<file path="src/rtl/morm_pkg.sv">
`default_nettype none

package morm_pkg;

  localparam int SAMPLE_W  = 12;
  localparam int MEAN_W    = 11;
  localparam int THR_W     = 10;
  localparam int STORE_N   = 8;
  localparam int IDX_W     = 3;
  localparam int COUNT_W   = 4;
  localparam int SUM_W     = 16;
  localparam int DIVD_W    = 15;

  localparam logic signed [SAMPLE_W-1:0] TEMP_85 = 12'sd1360;

  localparam logic [THR_W-1:0]    THRESHOLD_RST  = 10'd160;
  localparam logic [SAMPLE_W-1:0] VALID_LOW_RST  = 12'd160;
  localparam logic [SAMPLE_W-1:0] VALID_HIGH_RST = 12'd960;

  typedef enum logic [1:0] {
    REG_THRESHOLD  = 2'd0,
    REG_VALID_LOW  = 2'd1,
    REG_VALID_HIGH = 2'd2
  } reg_index_t;

  typedef struct packed {
    logic signed [SAMPLE_W-1:0] sample;
    logic                       sample_present;
    logic                       last_sample;
  } item_t;

  typedef struct packed {
    logic [MEAN_W-1:0]  mean_temp;
    logic               mean_valid;
    logic [STORE_N-1:0] outlier_mask;
    logic [COUNT_W-1:0] pass_count;
  } result_t;

  typedef struct packed {
    logic signed [SAMPLE_W-1:0] sample;
    logic [IDX_W-1:0]           origin;
  } entry_t;

endpackage

`default_nettype wire

</file>
<file path="src/rtl/morm_div.sv">
`default_nettype none

module morm_div
  import morm_pkg::*;
(
  input  wire logic               clk,
  input  wire logic               rst,
  input  wire logic               start,
  input  wire logic [DIVD_W-1:0]  dividend,
  input  wire logic [COUNT_W-1:0] divisor,
  output logic                    done,
  output logic [MEAN_W-1:0]       quotient
);

  localparam int STEP_W = $clog2(DIVD_W + 1);

  logic [DIVD_W-1:0]  dq;
  logic [COUNT_W-1:0] rem;
  logic [COUNT_W-1:0] dvs;
  logic [STEP_W-1:0]  steps;
  logic               running;
  logic [COUNT_W:0]   trial;
  logic               fits;

  assign trial    = {rem, dq[DIVD_W-1]};
  assign fits     = trial >= {1'b0, dvs};
  assign quotient = dq[MEAN_W-1:0];

  always_ff @(posedge clk) begin
    if (rst) begin
      running <= 1'b0;
      done    <= 1'b0;
      steps   <= '0;
    end else begin
      done <= 1'b0;
      if (start) begin
        running <= 1'b1;
        steps   <= STEP_W'(DIVD_W);
      end else if (running) begin
        steps <= steps - 1'b1;
        if (steps == STEP_W'(1)) begin
          running <= 1'b0;
          done    <= 1'b1;
        end
      end
    end
  end

  always_ff @(posedge clk) begin
    if (start) begin
      dq  <= dividend;
      rem <= '0;
      dvs <= divisor;
    end else if (running) begin
      rem <= fits ? COUNT_W'(trial - {1'b0, dvs}) : trial[COUNT_W-1:0];
      dq  <= {dq[DIVD_W-2:0], fits};
    end
  end

endmodule

`default_nettype wire

</file>
<file path="src/rtl/median_outlier_reject_mean_core.sv">
// channel  | beat marked by            | payload
// ---------+---------------------------+-------------------------------
// reading  | start & !busy             | item (sample, present, last)
// result   | done, one cycle           | result (mean, valid, mask, count)
// config   | cfg_valid & cfg_ready     | cfg_index, cfg_data
//
// a reading without last leaves busy low, so the block can take the next reading straight after it
// a reading with last keeps busy high through the rank sweep, the outlier sweep,
// a prep step and the bit-serial divider for n >= 1 stored readings; the divider
// is skipped when no reading is left to divide or the sum is negative
// with n = 0 the result comes the next cycle
// sync reset, active high, clears control and counters, presets the config registers
// results cannot be stalled; done lasts exactly one cycle; cfg_ready is always high

`default_nettype none

module median_outlier_reject_mean_core
  import morm_pkg::*;
#(
  parameter int SENSORS = 8
) (
  input  wire logic                clk,
  input  wire logic                rst,
  input  wire logic                start,
  output logic                     busy,
  input  wire item_t               item,
  output logic                     done,
  output result_t                  result,
  input  wire logic                cfg_valid,
  output logic                     cfg_ready,
  input  wire logic [1:0]          cfg_index,
  input  wire logic [SAMPLE_W-1:0] cfg_data
);

  localparam logic [COUNT_W:0] SENS_LIM = (COUNT_W + 1)'(SENSORS);

  typedef enum logic [5:0] {
    S_IDLE = 6'b000001,
    S_RANK = 6'b000010,
    S_SCAN = 6'b000100,
    S_PREP = 6'b001000,
    S_DIV  = 6'b010000,
    S_DONE = 6'b100000
  } state_t;

  state_t state;

  logic [THR_W-1:0]           threshold;
  logic signed [SAMPLE_W-1:0] valid_low;
  logic signed [SAMPLE_W-1:0] valid_high;

  logic [COUNT_W-1:0] position;
  logic [COUNT_W-1:0] kept_count;
  logic [COUNT_W-1:0] n;

  entry_t mem [STORE_N];
  entry_t rd_a;
  entry_t rd_b;

  logic [IDX_W-1:0] ri;
  logic [IDX_W-1:0] rj;
  logic [IDX_W-1:0] rank;
  logic             phase;

  logic signed [SAMPLE_W-1:0] med_lo;
  logic signed [SAMPLE_W-1:0] med_hi;
  logic signed [SAMPLE_W:0]   med2;

  logic signed [SUM_W-1:0] sum;
  logic [COUNT_W-1:0]      good;
  logic [STORE_N-1:0]      mask;
  logic [MEAN_W-1:0]       mean;
  logic                    have;

  logic               accept;
  logic               ok;
  logic               store_en;
  logic [COUNT_W-1:0] kept_next;
  logic [IDX_W-1:0]   last_idx;
  logic [IDX_W-1:0]   lo_rank;
  logic [IDX_W-1:0]   hi_rank;
  logic               lt;
  logic [IDX_W-1:0]   rank_next;

  logic signed [SAMPLE_W:0]   a2;
  logic signed [SAMPLE_W+1:0] diff;
  logic [SAMPLE_W+1:0]        absd;
  logic                       outlier;

  logic              div_start;
  logic              div_done;
  logic [MEAN_W-1:0] div_q;

  assign busy      = (state != S_IDLE);
  assign accept    = start && !busy;
  assign cfg_ready = 1'b1;
  assign done      = (state == S_DONE);

  assign result.mean_temp    = mean;
  assign result.mean_valid   = have;
  assign result.outlier_mask = mask;
  assign result.pass_count   = n;

  // validity test and store admission
  assign ok = item.sample_present && (item.sample > valid_low) &&
              (item.sample < valid_high) && (item.sample != '0) &&
              (item.sample != TEMP_85);
  assign store_en  = accept && ok && ({1'b0, position} < SENS_LIM) &&
                     !position[COUNT_W-1] && !kept_count[COUNT_W-1];
  assign kept_next = kept_count + COUNT_W'(store_en);

  assign last_idx = IDX_W'(n - 1'b1);
  assign lo_rank  = IDX_W'((n - 1'b1) >> 1);
  assign hi_rank  = IDX_W'(n >> 1);

  // rank compare, ties broken by store index
  assign lt        = (rd_b.sample < rd_a.sample) ||
                     ((rd_b.sample == rd_a.sample) && (rj < ri));
  assign rank_next = rank + IDX_W'(lt);

  // distance to median at 1/32 resolution
  assign a2      = {rd_a.sample, 1'b0};
  assign diff    = {a2[SAMPLE_W], a2} - {med2[SAMPLE_W], med2};
  assign absd    = diff[SAMPLE_W+1] ? (SAMPLE_W + 2)'(-diff) : diff;
  assign outlier = absd > {3'b000, threshold, 1'b0};

  assign div_start = (state == S_PREP) && (good != '0) && !sum[SUM_W-1];

  morm_div u_div (
    .clk      (clk),
    .rst      (rst),
    .start    (div_start),
    .dividend (sum[DIVD_W-1:0]),
    .divisor  (good),
    .done     (div_done),
    .quotient (div_q)
  );

  always_ff @(posedge clk) begin
    if (store_en) begin
      mem[kept_count[IDX_W-1:0]] <= '{sample: item.sample, origin: position[IDX_W-1:0]};
    end
    rd_a <= mem[ri];
    rd_b <= mem[rj];
  end

  always_ff @(posedge clk) begin
    if (rst) begin
      threshold  <= THRESHOLD_RST;
      valid_low  <= VALID_LOW_RST;
      valid_high <= VALID_HIGH_RST;
    end else if (cfg_valid && cfg_ready) begin
      case (cfg_index)
        REG_THRESHOLD:  threshold  <= cfg_data[THR_W-1:0];
        REG_VALID_LOW:  valid_low  <= cfg_data;
        REG_VALID_HIGH: valid_high <= cfg_data;
        default: ;
      endcase
    end
  end

  always_ff @(posedge clk) begin
    if (rst) begin
      state      <= S_IDLE;
      position   <= '0;
      kept_count <= '0;
      n          <= '0;
      ri         <= '0;
      rj         <= '0;
      rank       <= '0;
      phase      <= 1'b0;
      sum        <= '0;
      good       <= '0;
      mask       <= '0;
      mean       <= '0;
      have       <= 1'b0;
      med_lo     <= '0;
      med_hi     <= '0;
      med2       <= '0;
    end else begin
      case (state)
        S_IDLE: begin
          if (accept) begin
            if (item.last_sample) begin
              n          <= kept_next;
              position   <= '0;
              kept_count <= '0;
              ri         <= '0;
              rj         <= '0;
              rank       <= '0;
              phase      <= 1'b0;
              sum        <= '0;
              good       <= '0;
              mask       <= '0;
              mean       <= '0;
              have       <= 1'b0;
              state      <= (kept_next == '0) ? S_DONE : S_RANK;
            end else begin
              kept_count <= kept_next;
              if (position != '1) begin
                position <= position + 1'b1;
              end
            end
          end
        end
        S_RANK: begin
          phase <= !phase;
          if (phase) begin
            if (rj == last_idx) begin
              if (rank_next == lo_rank) begin
                med_lo <= rd_a.sample;
              end
              if (rank_next == hi_rank) begin
                med_hi <= rd_a.sample;
              end
              rank <= '0;
              rj   <= '0;
              if (ri == last_idx) begin
                ri    <= '0;
                state <= S_SCAN;
              end else begin
                ri <= ri + 1'b1;
              end
            end else begin
              rank <= rank_next;
              rj   <= rj + 1'b1;
            end
          end
        end
        S_SCAN: begin
          phase <= !phase;
          if (!phase) begin
            med2 <= {med_lo[SAMPLE_W-1], med_lo} + {med_hi[SAMPLE_W-1], med_hi};
          end else begin
            if (outlier) begin
              mask[rd_a.origin] <= 1'b1;
            end else begin
              sum  <= sum + SUM_W'(rd_a.sample);
              good <= good + 1'b1;
            end
            if (ri == last_idx) begin
              state <= S_PREP;
            end else begin
              ri <= ri + 1'b1;
            end
          end
        end
        S_PREP: begin
          if (good == '0) begin
            state <= S_DONE;
          end else if (sum[SUM_W-1]) begin
            have  <= 1'b1;
            state <= S_DONE;
          end else begin
            have  <= 1'b1;
            state <= S_DIV;
          end
        end
        S_DIV: begin
          if (div_done) begin
            mean  <= div_q;
            state <= S_DONE;
          end
        end
        S_DONE: begin
          state <= S_IDLE;
        end
        default: begin
          state <= S_IDLE;
        end
      endcase
    end
  end

endmodule

`default_nettype wire

</file>
<file path="config.mk">
export PLATFORM = sky130hd
export DESIGN_NAME = median_outlier_reject_mean_core
export DESIGN_NICKNAME = d
export VERILOG_FILES = /design/src/rtl/morm_pkg.sv /design/src/rtl/morm_div.sv /design/src/rtl/median_outlier_reject_mean_core.sv
export SDC_FILE = /design/constraint.sdc
export NUM_CORES = 1
export LEC_CHECK = 0
export BUFFER_PORTS_ARGS = -buffer_cell sky130_fd_sc_hd__buf_2
export CORE_MARGIN = 5
export CORE_UTILIZATION = 58
export CTS_BUF_LIST = sky130_fd_sc_hd__clkbuf_4
export CTS_CLUSTER_SIZE = 25
export DETAILED_ROUTE_END_ITERATION = 16
export PLACE_DENSITY = 0.78
export SLEW_MARGIN = 20
export SYNTH_ARGS = -nofsm -noshare
export SYNTH_HDL_FRONTEND = slang
export SYNTH_SLANG_ARGS = --single-unit
</file>
<file path="constraint.sdc">
create_clock -name clk -period 4.95 [get_ports clk]
set_input_delay 0.2475 -clock clk [delete_from_list [all_inputs] [get_ports clk]]
set_output_delay 0.2475 -clock clk [all_outputs]
set_load 0.01 [all_outputs]
</file>
# After elaboration in Yosys (flattened, before gate mapping)
# Memory sizes are Yosys's and may differ from the RTL's. A register that Yosys moved wholly into a read port is not among the register bits.
# Index checks and enable logic that the tools add are counted.
[op_classes]
n_reduce_logical = 51
mux = 67
addsub = 13
magnitude_cmp = 9
bitwise_logic = 3
n_eq_ne = 29
[ops]
columns = ["op", "count"]
rows = [
  ["6-bit 2-to-1 mux", 11],
  ["16-bit 2-to-1 mux", 4],
  ["4-bit 2-to-1 mux", 10],
  ["11-bit 2-to-1 mux", 3],
  ["3-bit 2-to-1 mux", 11],
  ["8-bit 2-to-1 mux", 4],
  ["16-bit one-hot mux with 2 select lines", 1],
  ["15-bit 2-to-1 mux", 2],
  ["6-bit one-hot mux with 5 select lines", 1],
  ["12-bit less-than comparator", 2],
  ["2-bit != test, second input constant", 11],
  ["11-bit one-hot mux with 2 select lines", 1],
  ["4-bit AND reduction", 5],
  ["16-bit by 12-bit adder with 16-bit output", 1],
  ["8-bit one-hot mux with 2 select lines", 1],
  ["14-bit by 11-bit > comparator with 1-bit output", 1],
  ["14-bit 2-to-1 mux", 1],
  ["14-bit negation", 1],
  ["2-bit nonzero test", 7],
  ["13-bit by 13-bit subtractor with 14-bit output", 1],
  ["12-bit by 12-bit adder with 13-bit output", 1],
  ["1-bit logical AND", 13],
  ["12-bit equality test", 1],
  ["3-bit equality test", 4],
  ["47 further kinds", 74],
]
[word_totals]
mem_bits_rw = 120
register_bits = 168
memories = 1
word_cells = 198
[mem_list]
columns = ["memory", "words", "word_bits", "read_ports", "rd_clocked_by_memory_dff", "write_ports", "line", "text"]
rows = [
  ["mem", 8, 15, 2, 2, 1, "median_outlier_reject_mean_core.sv:56", "entry_t mem [STORE_N];"],
]

# Longest topological paths before layout
[logic_depth]
depth_word = 15
depth_mapped = 24
ltp_nobuf = 21

# Modules after synthesis
# From an unflattened synthesis, not the netlist that was laid out.
[hier_totals]
hier_cells = 1541
hier_area_um2 = 16295.6
[by_module_without_submodules]
columns = ["mod", "instances", "cells_each", "seq_area_each_um2", "area_each_um2"]
rows = [
  ["median_outlier_reject_mean_core", 1, 1419, 6926.6, 14838.0],
  ["morm_div", 1, 122, 770.7, 1457.6],
]

# Least setup slack after synthesis
# OpenSTA, ideal clock, no wires.
[synth_path]
path_kind = "reg2reg"
startpoint = "register med2[1]"
endpoint = "register sum[12]"
path_slack_ns = -0.082
stages_incl_launch_ff = 23
required_time_ns = 4.822
setup_time_ns = 0.128
n_path_buf = 2
period_less_slack_ns = 5.032
arrival_ns = 4.905
path_cell_list = "dfxtp_1 > inv_1 > ha_1 > nor2b_1 > o31a_1 > o211ai_1 > nand3_1 > a2111oi_0 > a21o_1 > clkbuf_1 > nand2_1 > xnor2_1 > ha_1 > a21o_1 > a21o_1 > a211oi_1 > o221a_2 > o21ai_0 > or4_1 > a311oi_4 > buf_6 > mux2i_1 > nor2_1"
[synth_between]
elab_chain_len = 6
[synth_rtl]
columns = ["item", "line", "text"]
rows = [
  ["from (decl)", "median_outlier_reject_mean_core.sv:67", "logic signed [SAMPLE_W:0] med2;"],
  ["from (signal assigned)", "median_outlier_reject_mean_core.sv:233", "med2 <= {med_lo[SAMPLE_W-1], med_lo} + {med_hi[SAMPLE_W-1], med_hi};"],
  ["13-bit by 13-bit subtractor with 14-bit output (*)", "median_outlier_reject_mean_core.sv:123", "assign diff = {a2[SAMPLE_W], a2} - {med2[SAMPLE_W], med2};"],
  ["14-bit negation", "median_outlier_reject_mean_core.sv:124", "assign absd = diff[SAMPLE_W+1] ? (SAMPLE_W + 2)'(-diff) : diff;"],
  ["14-bit 2-to-1 mux (*)", "median_outlier_reject_mean_core.sv:124", ""],
  ["14-bit by 11-bit > comparator with 1-bit output (*)", "median_outlier_reject_mean_core.sv:125", "assign outlier = absd > {3'b000, threshold, 1'b0};"],
  ["2-bit != test (no line) (*)", "n/a", ""],
  ["5-bit AND reduction (no line) (*)", "n/a", ""],
  ["to (signal assigned)", "median_outlier_reject_mean_core.sv:238", "sum <= sum + SUM_W'(rd_a.sample);"],
  ["to (decl)", "median_outlier_reject_mean_core.sv:69", "logic signed [SUM_W-1:0] sum;"],
]
# Mark *: on every way between the ends. The rest lies on a longest branch, timed or not.
# A chain may end at the register's enable or synchronous reset.

# Worst setup path after layout
# Ends and elaborated chain as after synthesis.

==> impl_metrics.ini <==
[finish]
nFillCells = 2079
layout-drive-gt1-share = 0.211
area_growth_pct = 15.7
seq_area_um2 = 7700
multi_input_area_um2 = 7970
final_area_um2 = 18700
finalNetCount = 1840
final_cells = 2139

[timing]
relSlewSlack = 0.424
worst-slew-pin-transition_ns = 0.864
finalSetupViolCount = 0
slew_violations = 0
fin_crit_sh = 0.981
whs_ns = 0.0216
period_minus_slack_ns = 4.86
fmax_ghz = 0.206
rsz0062_at_grt = yes
finClkSkew_ns = 0.0507
finalHoldViolations = 0

[synth]
synth.area.top_cells = edfxtp_1, dfxtp_1, ha_1
yosys.area.top_type = edfxtp_1
synth_common_cells = nand2_1, dfxtp_1, edfxtp_1
synth-seq-cells = 315
synth.most_common_cell = nand2_1
syn_inst = 1534
syn_avg_cell_area_um2 = 10.5
synth-warning-count = 0
syn_area_um2 = 16100
synth-edff-count = 139
synth_seq_area_share = 0.477
synthArstFlopShare = 0
synth-main-ff-cell = dfxtp_1
ys_types = 76
syn_nets = 1673
synthDominantCellAreaShare = 0.259

[global_routing]
track_usage = 0.252
gr-total-overflow = 0
antenna_found_initial = 2
grt_pass1_vias = 12600
grt_pass1_wl_um = 63000
grt_max_degree = 79

[floorplan]
row_count = 61
start_util = 0.584
die_area_um2 = 31200
ios = 59
die_h_um = 177
core_um2 = 27600
die_w_um = 177

[cts]
cts_tree = done
cts.htree.levels = 3
cts-root-buf = clkbuf_4
worstSkewPairLatency_ns = 0.73
clk_path_buf_depth = 3
cts-buffers-inserted = 82
clock_sinks = 315
clk_pin_slew_worst_paths_ns = 0.06

[detailed_routing]
ant_nets = 0
routed_wirelength_um = 38900
first_iter_violations = 1046
vias = 12400
drc = 0
via_per_inst = 5.80
avgRoutedWirePerCell_um = 18.2
first_pass_iters = 6

[power_and_ir_drop]
sw_frac_of_total = 0.269
power_density_nw_per_um2 = 317
pwr-share-seq = 0.473
p_leak_nw = 7.26
p_int_w = 0.00433
power_switching_w = 0.00159
clkPwrFrac = 0.377
comb_power_share = 0.150
ir_worst_vdd_uv = 254

[placement]
placed_cells = 1959
routabilityCongestion = 0.872
place_hpwl_um = 26000
place_area_um2 = 17100
io_buffers = 57

[min_path]
hp-class = primary input to register

[run_status]
status = completed

[worst_setup_path]
cp_max_fo = 7
worst_setup_path_end_kind = register
crit_path_start_kind = register
crit_type = register to register
crit_arrival_ns = 5.43
required_ns = 5.53

[job]
maxCapViolCount = 0
-- metal layers --
| layer | GRT usage | share of wire | wire (um) |
|---|---|---|---|
| met2 | 0.441 | 0.50 | 19500 |
| met4 | 0.103 | 0.034 | 1310 |
| met3 | 0.0425 | 0.059 | 2310 |
| met5 | 0 | 0.00031 | 12 |
| met1 | 0.310 | 0.40 | 15800 |
-- flip-flops by register name, summed over array words and instances (netlist names), 6 cells and up --
name        count
threshold      10
state           6
u_div.dq       15
med_hi         12
sum            16
mem           120
med_lo         12
valid_low      12
mask            8
rd_b           12
mean           11
a2             12
valid_high     12
med2           13
-- area by class of cell --
type,count,area share
Multi-Input combinational cell,1049,0.427
Sequential cell,315,0.413
Timing Repair Buffer,149,0.0588
Clock buffer,120,0.0482
Tap cell,378,0.0253
Inverter,104,0.0209
Clock inverter,23,0.00751
Antenna cell,1,0.000134
-- power groups by stage --
stage	clock network, W	logic, W	registers [W]
floorplan	0	0.000525	0.00285
global placement	0	0.000743	0.00286
detailed placement	0	0.000771	0.00286
CTS	0.00229	0.000896	0.00280
global route	0.00243	0.000958	0.00281
finish	0.00223	0.000886	0.00280
-- critical path: stages, from the launching register on --
cell and delay (ns):
dfxtp_2 0.33, inv_2 0.04, ha_4 0.21, nor2b_4 0.12
o31a_1 0.32, o211ai_1 0.19, nand3_2 0.13, a2111oi_4 0.36
a21o_1 0.25, nand2_2 0.10, xnor2_2 0.15, ha_1 0.31
a21o_1 0.17, a21o_1 0.18, a211oi_2 0.18, o221a_2 0.22
o21ai_2 0.07, or4_4 0.59, a311oi_4 0.27, buf_6 0.20
buf_12 0.14, mux2i_1 0.18, nor2_1 0.05
-- per-stage QoR --
| step | setup WS, ns | total power (W) | setup TNS (ns) | utilization |
|---|---|---|---|---|
| floorplan | 0.00110 | 0.00338 | 0 | - |
| global placement | -0.0429 | 0.00360 | -0.0811 | 0.619 |
| detailed placement | -0.201 | 0.00363 | -2.73 | 0.619 |
| CTS | 0.00910 | 0.00598 | 0 | 0.671 |
| global route | -0.180 | 0.00619 | -2.19 | 0.676 |
| finish | 0.0942 | 0.00592 | 0 | 0.676 |
-- placed cells by master (no fill, tap or decap), types with 53 or more instances in the layout --
cell type  instances
nand2_1          197
buf_2             56
a21oi_1          117
clkbuf_4         120
dfxtp_1          172
ha_1             100
nand3_1           53
mux4_2            54
edfxtp_1         139
buf_4             62
nor2_1           113
inv_1            101
-- path summary, 6_finish.rpt --
kind | start | endpoint | slack [ns] | depth (start not counted)
hold reg to reg | mean[1] | mean[1] | 0.45 | 2
setup reg to reg | med2[1] | sum[12] | 0.09 | 22
hold / removal | cfg_index[0] | threshold[5] | 0.02 | 4
setup / recovery | med2[1] | sum[12] | 0.09 | 22
-- cells by family (layout without fill, tap and decap cells) --
family / count (synthesis) / in the layout / share of synthesized area
other cells: 1 / 2 / 0.000232
fa+ha+maj: 107 / 107 / 0.0849
mux: 98 / 98 / 0.104
flops: 315 / 315 / 0.477
compound gates: 273 / 273 / 0.110
buf+inv: 170 / 396 / 0.0412
simple gates: 512 / 512 / 0.151
xor+xnor: 58 / 58 / 0.0327
-- what timing repair did --
| item | in CTS | in global routing |
|---|---|---|
| gates cloned | 2 | 0 |
| hold endpoints to repair | 134 | 0 |
| pin swaps | 15 | 24 |
| setup buffers | 5 | 5 |
| setup endpoints to repair | 21 | 27 |
| hold buffers | 25 | 0 |
| gates resized for setup | 19 | 18 |
Power figures use the tool's default switching activity.
